## config.mk

```make
export PLATFORM = sky130hd
export DESIGN_NAME = tti_front
export DESIGN_NICKNAME = d
export VERILOG_FILES = /design/src/rtl/tti_pkg.sv /design/src/rtl/tti_front.sv
export SDC_FILE = /design/constraint.sdc
export NUM_CORES = 1
export LEC_CHECK = 0
export BUFFER_PORTS_ARGS = -buffer_cell sky130_fd_sc_hd__buf_2
export CAP_MARGIN = 5
export CORE_AREA = 2 2 262 264
export DETAILED_ROUTE_END_ITERATION = 10
export DIE_AREA = 0 0 264 266
export MAX_ROUTING_LAYER = met4
export SETUP_SLACK_MARGIN = 0.15
export SLEW_MARGIN = 20
export SYNTH_ARGS = -nofsm -noshare
export SYNTH_HDL_FRONTEND = slang
export SYNTH_SLANG_ARGS = --single-unit
```

## constraint.sdc

```tcl
create_clock -name clk_i -period 18.65 [get_ports clk_i]
set_input_delay 3.73 -clock clk_i [delete_from_list [all_inputs] [get_ports clk_i]]
set_output_delay 3.73 -clock clk_i [all_outputs]
set_load 0.005 [all_outputs]
```

## src/rtl/tti_pkg.sv

```systemverilog
package tti_pkg;

  localparam int unsigned TableDepth = 1024;
  localparam int unsigned IdxW       = $clog2(TableDepth);
  localparam int unsigned CntW       = IdxW + 1;
  localparam int unsigned NumChan    = 9;
  localparam int unsigned ValW       = NumChan * 32;

  localparam logic [1:0] ReqAppend = 2'd0;
  localparam logic [1:0] ReqQuery  = 2'd1;
  localparam logic [1:0] ReqClear  = 2'd2;

  localparam logic [1:0] StOk      = 2'd0;
  localparam logic [1:0] StEmpty   = 2'd1;
  localparam logic [1:0] StFull    = 2'd2;
  localparam logic [1:0] StOrder   = 2'd3;

  typedef enum logic [1:0] {
    OpNone,
    OpAppend,
    OpQuery
  } op_e;

  // One classified item handed from the front end to the back end.
  typedef struct packed {
    op_e              op;
    logic [1:0]       status;
    logic [IdxW-1:0]  widx;
    logic [IdxW-1:0]  last;
    logic [31:0]      tm;
    logic [ValW-1:0]  vals;
  } cmd_t;

endpackage

```

## src/rtl/tti_front.sv

```systemverilog
module tti_front (
  input  logic          clk_i,
  input  logic          rst_ni,
  input  logic          in_valid_i,
  output logic          in_stall_o,
  input  logic [1:0]    req_type_i,
  input  logic [31:0]   time_us_i,
  input  logic [tti_pkg::ValW-1:0] vals_i,
  output logic          q_valid_o,
  input  logic          q_stall_i,
  output tti_pkg::cmd_t q_cmd_o
);
  import tti_pkg::*;

  // Two-entry queue towards the back end.
  cmd_t            fifo_q [2];
  logic            wp_q, rp_q, wp_d, rp_d;
  logic [1:0]      cnt_q, cnt_d;
  logic [CntW-1:0] count_q, count_d;
  logic [31:0]     last_t_q, last_t_d;
  logic            push, pop;
  cmd_t            cmd;

  assign in_stall_o = (cnt_q == 2'd2);
  assign push       = in_valid_i && !in_stall_o;
  assign q_valid_o  = (cnt_q != 2'd0);
  assign pop        = q_valid_o && !q_stall_i;
  assign q_cmd_o    = fifo_q[rp_q];

  always_comb begin
    cmd        = '0;
    cmd.op     = OpNone;
    cmd.status = StOk;
    cmd.widx   = count_q[IdxW-1:0];
    cmd.last   = count_q[IdxW-1:0] - 1'b1;
    cmd.tm     = time_us_i;
    cmd.vals   = vals_i;
    count_d    = count_q;
    last_t_d   = last_t_q;
    case (req_type_i)
      ReqAppend: begin
        if (count_q == CntW'(TableDepth)) begin
          cmd.status = StFull;
        end else if (count_q != '0 && time_us_i < last_t_q) begin
          cmd.status = StOrder;
        end else begin
          cmd.op   = OpAppend;
          count_d  = count_q + 1'b1;
          last_t_d = time_us_i;
        end
      end
      ReqQuery: begin
        if (count_q == '0) begin
          cmd.status = StEmpty;
        end else begin
          cmd.op = OpQuery;
        end
      end
      ReqClear: count_d = '0;
      default: ;
    endcase
  end

  always_comb begin
    wp_d  = wp_q;
    rp_d  = rp_q;
    cnt_d = cnt_q;
    if (push) begin
      wp_d = ~wp_q;
    end
    if (pop) begin
      rp_d = ~rp_q;
    end
    case ({push, pop})
      2'b10:   cnt_d = cnt_q + 1'b1;
      2'b01:   cnt_d = cnt_q - 1'b1;
      default: cnt_d = cnt_q;
    endcase
  end

  always_ff @(posedge clk_i) begin
    if (push) begin
      fifo_q[wp_q] <= cmd;
    end
  end

  always_ff @(posedge clk_i or negedge rst_ni) begin
    if (!rst_ni) begin
      wp_q     <= 1'b0;
      rp_q     <= 1'b0;
      cnt_q    <= '0;
      count_q  <= '0;
      last_t_q <= '0;
    end else begin
      wp_q  <= wp_d;
      rp_q  <= rp_d;
      cnt_q <= cnt_d;
      if (push) begin
        count_q  <= count_d;
        last_t_q <= last_t_d;
      end
    end
  end

`ifndef SYNTH
  a_no_push_full: assert property (@(posedge clk_i) disable iff (!rst_ni)
    cnt_q == 2'd2 |-> !push) else $error("push into full queue");
  a_cnt_range: assert property (@(posedge clk_i) disable iff (!rst_ni)
    cnt_q != 2'd3) else $error("queue count out of range");
  a_count_max: assert property (@(posedge clk_i) disable iff (!rst_ni)
    count_q <= CntW'(TableDepth)) else $error("point count overflow");
`endif
endmodule

```

=== Yosys cells after proc, flatten, opt, wreduce, memory -nomap -nowiden ===
Memory sizes are Yosys's and may differ from the RTL's.
Cells that the tools add are included.

* Bits in registers: 47
* Memory bits (writable): 688
* Output and inout bits: 346
* Memories kept: 1

{| class="wikitable"
|+ Memories
! memory !! depth !! width !! read ports !! clocked after Yosys merged registers in !! wr ports !! RTL line !! source
|-
| fifo_q || 2 || 344 || 1 || 0 || 1 || tti_front.sv:16 || <nowiki>cmd_t fifo_q [2];</nowiki>
|}

* $add $sub $neg: 4
* $lt $le $gt $ge: 1
* Eq/ne operators: 8
* Multiplexer cells: 13
* Bitwise logic cells: 4
* Reduce and logical (&&, ||, !) cells: 13

{| class="wikitable"
|+ Operators by type and width
! operator !! number
|-
| 32-bit less-than comparator || 1
|-
| 11-bit two-way mux || 2
|-
| 11-bit one-hot mux with 2 select lines || 1
|-
| 11-bit by 1-bit adder with 11-bit output (second input constant) || 1
|-
| 11-bit equality test (second input constant) || 1
|-
| 11-bit logical NOT || 1
|-
| 11-bit nonzero test || 1
|-
| 10-bit by 1-bit subtractor with 10-bit output (second input constant) || 1
|-
| 2-bit two-way mux || 4
|-
| 4-bit one-hot mux with 2 select lines || 1
|-
| 4-bit AND reduction || 2
|-
| 2-bit equality test (second input constant) || 3
|-
| 2-bit nonzero test || 3
|-
| 2-bit by 1-bit equality test with 1-bit output (second input constant) || 2
|-
| 1-bit two-way mux || 4
|-
| 2-bit inequality test (second input constant) || 2
|-
| 1-bit NOT || 4
|-
| 2-bit one-hot mux with 2 select lines || 1
|-
| 1-bit logical AND || 3
|-
| 2-bit by 1-bit adder with 2-bit output (second input constant) || 1
|-
| 1-bit logical NOT || 2
|-
| 2-bit logical NOT || 1
|-
| 2-bit by 1-bit subtractor with 2-bit output (second input constant) || 1
|}

=== Depth between registers and ports, before layout ===
* Word-level depth: 5
* Mapped depth: 11
* Gate-level depth less buffers: 10

=== Least setup slack after synthesis ===
No wires, ideal clock.

* Path kind: input to register
* Start point: input port in_valid_i
* End point: memory fifo_q[0][0] (netlist name) (enable)
* Data arrival time: 18.151 ns
* Data required time: 17.591 ns
* Path slack: -0.560 ns
* Cell stages on the path: 2
* Buffers on the path: 0
* Path through: o21ai_1 -> nor2_1

* Word-level cells in the longest chain between the ends: 3

{| class="wikitable"
|+ Ends and longest elaborated chain
! element !! RTL line !! source
|-
| start, declared || tti_front.sv:4 || <nowiki>input logic in_valid_i,</nowiki>
|-
| 1-bit logical AND || tti_front.sv:25 || <nowiki>assign push = in_valid_i && !in_stall_o;</nowiki>
|-
| 1-bit two-way mux || tti_front.sv:82 || <nowiki>if (push) begin</nowiki>
|-
| 1-bit two-way mux (implied by the code) || tti_front.sv:83 || <nowiki>fifo_q[wp_q] <= cmd;</nowiki>
|-
| end, declared || tti_front.sv:16 ||
|}

Every way passes these cells.

==> out/results.txt <==
In this run, synthesis produced a sequential element count of 735. The post-route netlist has 54.91% of its cells at a drive strength greater than 1. At the pin with the least slew margin, the transition time is 1083 ps. The cell at the root of the clock tree was sky130_fd_sc_hd__clkbuf_16. The tools report the worst-case clock buffer depth as 3. The run finished with clean final reports. The minimum clock period after layout came out at 7784 ps. The area added between synthesis and finish came out at 24.69%. Per report_power, the combinational group accounts for 28.1% of the total. After detailed routing, the number of vias per cell comes to 4.934.

The tools report the number of setup buffers added after CTS as 0. The clock arrives with 25.02 ps of skew. The via count is 15,110, and the share of async-settable or async-resettable flops after synthesis is 6.395%. In this run the tool buffered the top-level ports with 671 buffer cells.

Synthesis produced 1,383 cells. Entering global routing, the biggest net connects 161 pins. Setup repair after global routing left no endpoint under its margin. The remaining global-route overflow is 0, and the final cycle utilization of the critical path is 41.74%. Along the worst path, the maximum fanout reaches 69.

TritonCTS built the clock tree. The post-DP HPWL is 47.01 mm. The area inside the core boundary is 67,750 µm², and the cell-internal power is 3.865 mW.

The most used flip-flop cell after synthesis is sky130_fd_sc_hd__edfxtp_1. For the number of sinks on the clock net, the log shows 735. For this block, the initial DRC count from the detailed router was 1,188. The portion of total power attributed to the clock network was 27.3%; the data required time of the critical path was 14,920 ps. The first global-routing pass estimated 96.86 mm of wire. The initial cell density of the core is 41.28%, and the number of nets with antenna violations after routing is 0.

The number of detailed-routing iterations run before antenna repair was 6. Setup slack on the critical path of the routed design comes to 10,870 ps. Of the total power, the share spent switching nets is 28.87%. The worst setup path is captured at an output port. The setup TNS is 0 ps, and the total power density per cell area is 155.8 nW/µm².

The leakage power is 13.24 nW. The weighted congestion reported at the end of routability-driven placement is 0.8623. The post-cts hold buffer count is 0.

The run gives 0 as the hold violation total from the final report. For this design the top-level I/O count stands at 672. The sequential element share of the synthesized area was 78.09%. In the layout the commonest cells are sky130_fd_sc_hd__edfxtp_1, sky130_fd_sc_hd__buf_2, sky130_fd_sc_hd__mux2_2. The area enclosed by the die boundary was 70,220 µm²; the number of nets in the layout was 2,458. The synthesized design contains 688 enable-type register cells. Leaving out fill and tap cells, the most frequent cell in the layout is sky130_fd_sc_hd__edfxtp_1. The logs give 0 for the total count of max-transition violations in the final report and 77 for the clock buffer count from CTS.

Overall power consumption after layout is estimated at 5.434 mW. The tools report the warning count from the yosys run as 0. Tracing the worst setup path back leads to its startpoint at rp_q. After synthesis the cells add up to 27,960 µm².

The category of the most critical setup path was reg2out. The worst pin sits at a relative slew slack of 27.78%. After detailed routing, the average wire length per cell comes to 22.24 µm.

The floorplan step set the die height to 266 µm. The tools report the endpoint arrival time on the critical path as 4050 ps. Total global routing track utilization: 19.10%. For the row count, the log shows 96. The tools report the type of element launching the critical path as a flip-flop. The number of antenna violations at the first check in global routing came out at 21. The origin of the worst min-delay path was last_t_q[0]. The chip width works out to 264 µm. A synthesized cell averages 20.22 µm². The H-tree was split into 3 levels. Timing analysis after detailed placement gives a worst setup slack of 11,470 ps.

The worst reg2reg path startpoint is last_t_q[23]. The number of resized instances in the post-cts repair step was 0. The logs give 15,100 for the number of global-route vias before repair and 1.568 mW for the switching power of the nets.

For the total wire length after detailed routing, the log shows 68.13 mm. Sequential cells burn 44.6% of the power. The worst IR drop on VDD is 0.1185 mV.

After clock tree synthesis, the clock-pin slew on the worst setup and hold paths is 60 ps. Fill cells in the final layout number 5,714. The synthesized net count was 1,743; the total of max-cap violations was 0. The path type of the worst min-delay path was reg2reg. For this run, design rule violations remaining after detail routing come to 0. Based on the critical path, the design can be clocked at up to 128.5 MHz.

The later-pin clock latency in the skew report is 620 ps, and the number of setup violations in the final report is 0. The tools report the unique cell type count in the Yosys netlist as 55.
## layout make-up
cell class / count / area [µm²] / share of cell area (%)
Tap cell: 882 / 1104 / 3.165
Clock inverter: 35 / 351.6 / 1.008
Clock buffer: 104 / 2122 / 6.086
Sequential cell: 735 / 21840 / 62.64
Multi-Input combinational cell: 559 / 5749 / 16.49
Timing Repair Buffer: 685 / 3492 / 10.02
Antenna cell: 23 / 57.56 / 0.1651
Inverter: 40 / 150.1 / 0.4306
## critical path: stages (launching register included)
cell	delay, ps
sky130_fd_sc_hd__dfrtp_4	1060
sky130_fd_sc_hd__buf_4	850
sky130_fd_sc_hd__buf_4	780
sky130_fd_sc_hd__mux2_2	430
sky130_fd_sc_hd__buf_2	130
## metrics by stage
step	instances	util (%)	area, µm²	hold slack, ps
final	3063	51.47	34870	504.8
after CTS	3040	51.38	34800	508.6
after floorplan	1383	-	27960	436.8
after global placement	2901	47.72	32330	489.9
after global routing	3060	51.46	34860	520.9
after detailed placement	2901	47.72	32330	492.6
## registers in the layout, indices dropped and copies added (netlist names)
signal    flops
rp_q          1
fifo_q      688
cnt_q         2
last_t_q     32
count_q      11
wp_q          1
## metal layers
| metal | share of wire [%] | wire, µm | track usage (%) | vias up |
|---|---|---|---|---|
| met4 | 2.1 | 1441 | 6.096 | 0 |
| met1 | 39 | 26310 | 22.35 | 7631 |
| met2 | 51 | 34510 | 31.24 | 527 |
| li1 | - | - | - | 6864 |
| met3 | 8.6 | 5864 | 6.331 | 92 |
| met5 | 0 | 0 | - | - |
## final timing paths
| kind | end | slack (ps) | depth (start not counted) |
|---|---|---|---|
| setup / recovery | q_cmd_o[51] | 10870 | 4 |
| hold / removal | last_t_q[0] | 500 | 1 |
| setup reg to reg | last_t_q[19] | 15420 | 10 |
| hold reg to reg | last_t_q[0] | 500 | 1 |
| max in group asynchronous | rp_q | 14850 | 2 |
| min in group asynchronous | last_t_q[18] | 3260 | 2 |
## cell usage after synthesis (9+ instances only)
library cell	n	share of area, %
sky130_fd_sc_hd__inv_1	40	0.54
sky130_fd_sc_hd__a21oi_1	12	0.21
sky130_fd_sc_hd__mux2_2	350	14
sky130_fd_sc_hd__clkbuf_1	42	0.56
sky130_fd_sc_hd__nor2_1	18	0.24
sky130_fd_sc_hd__edfxtp_1	688	74
sky130_fd_sc_hd__dfrtp_1	47	4.2
sky130_fd_sc_hd__xnor2_1	10	0.31
sky130_fd_sc_hd__nand2_1	16	0.21
sky130_fd_sc_hd__mux2_4	27	1.4
sky130_fd_sc_hd__o21ai_0	9	0.16
sky130_fd_sc_hd__ha_1	34	1.5
## kinds of logic after synthesis
family	after synthesis	share of synthesized area, %
XOR/XNOR	13	0.4072
buffers and inverters	89	1.405
AO/OA/AOI/OAI	51	1.293
adder cells (fa/ha/maj)	34	1.521
flip-flops	735	78.09
AND/OR/NAND/NOR	84	1.741
multiplexers	377	15.54
## power groups by stage
stage	registers, mW	clock network (mW)	logic (mW)
detailed placement	2.46	0	1.55
global placement	2.45	0	1.53
global route	2.46	1.59	1.65
CTS	2.43	1.53	1.56
floorplan	2.60	0	0.926
finish	2.42	1.48	1.53
No activity file was read; power rests on OpenSTA's default activity.
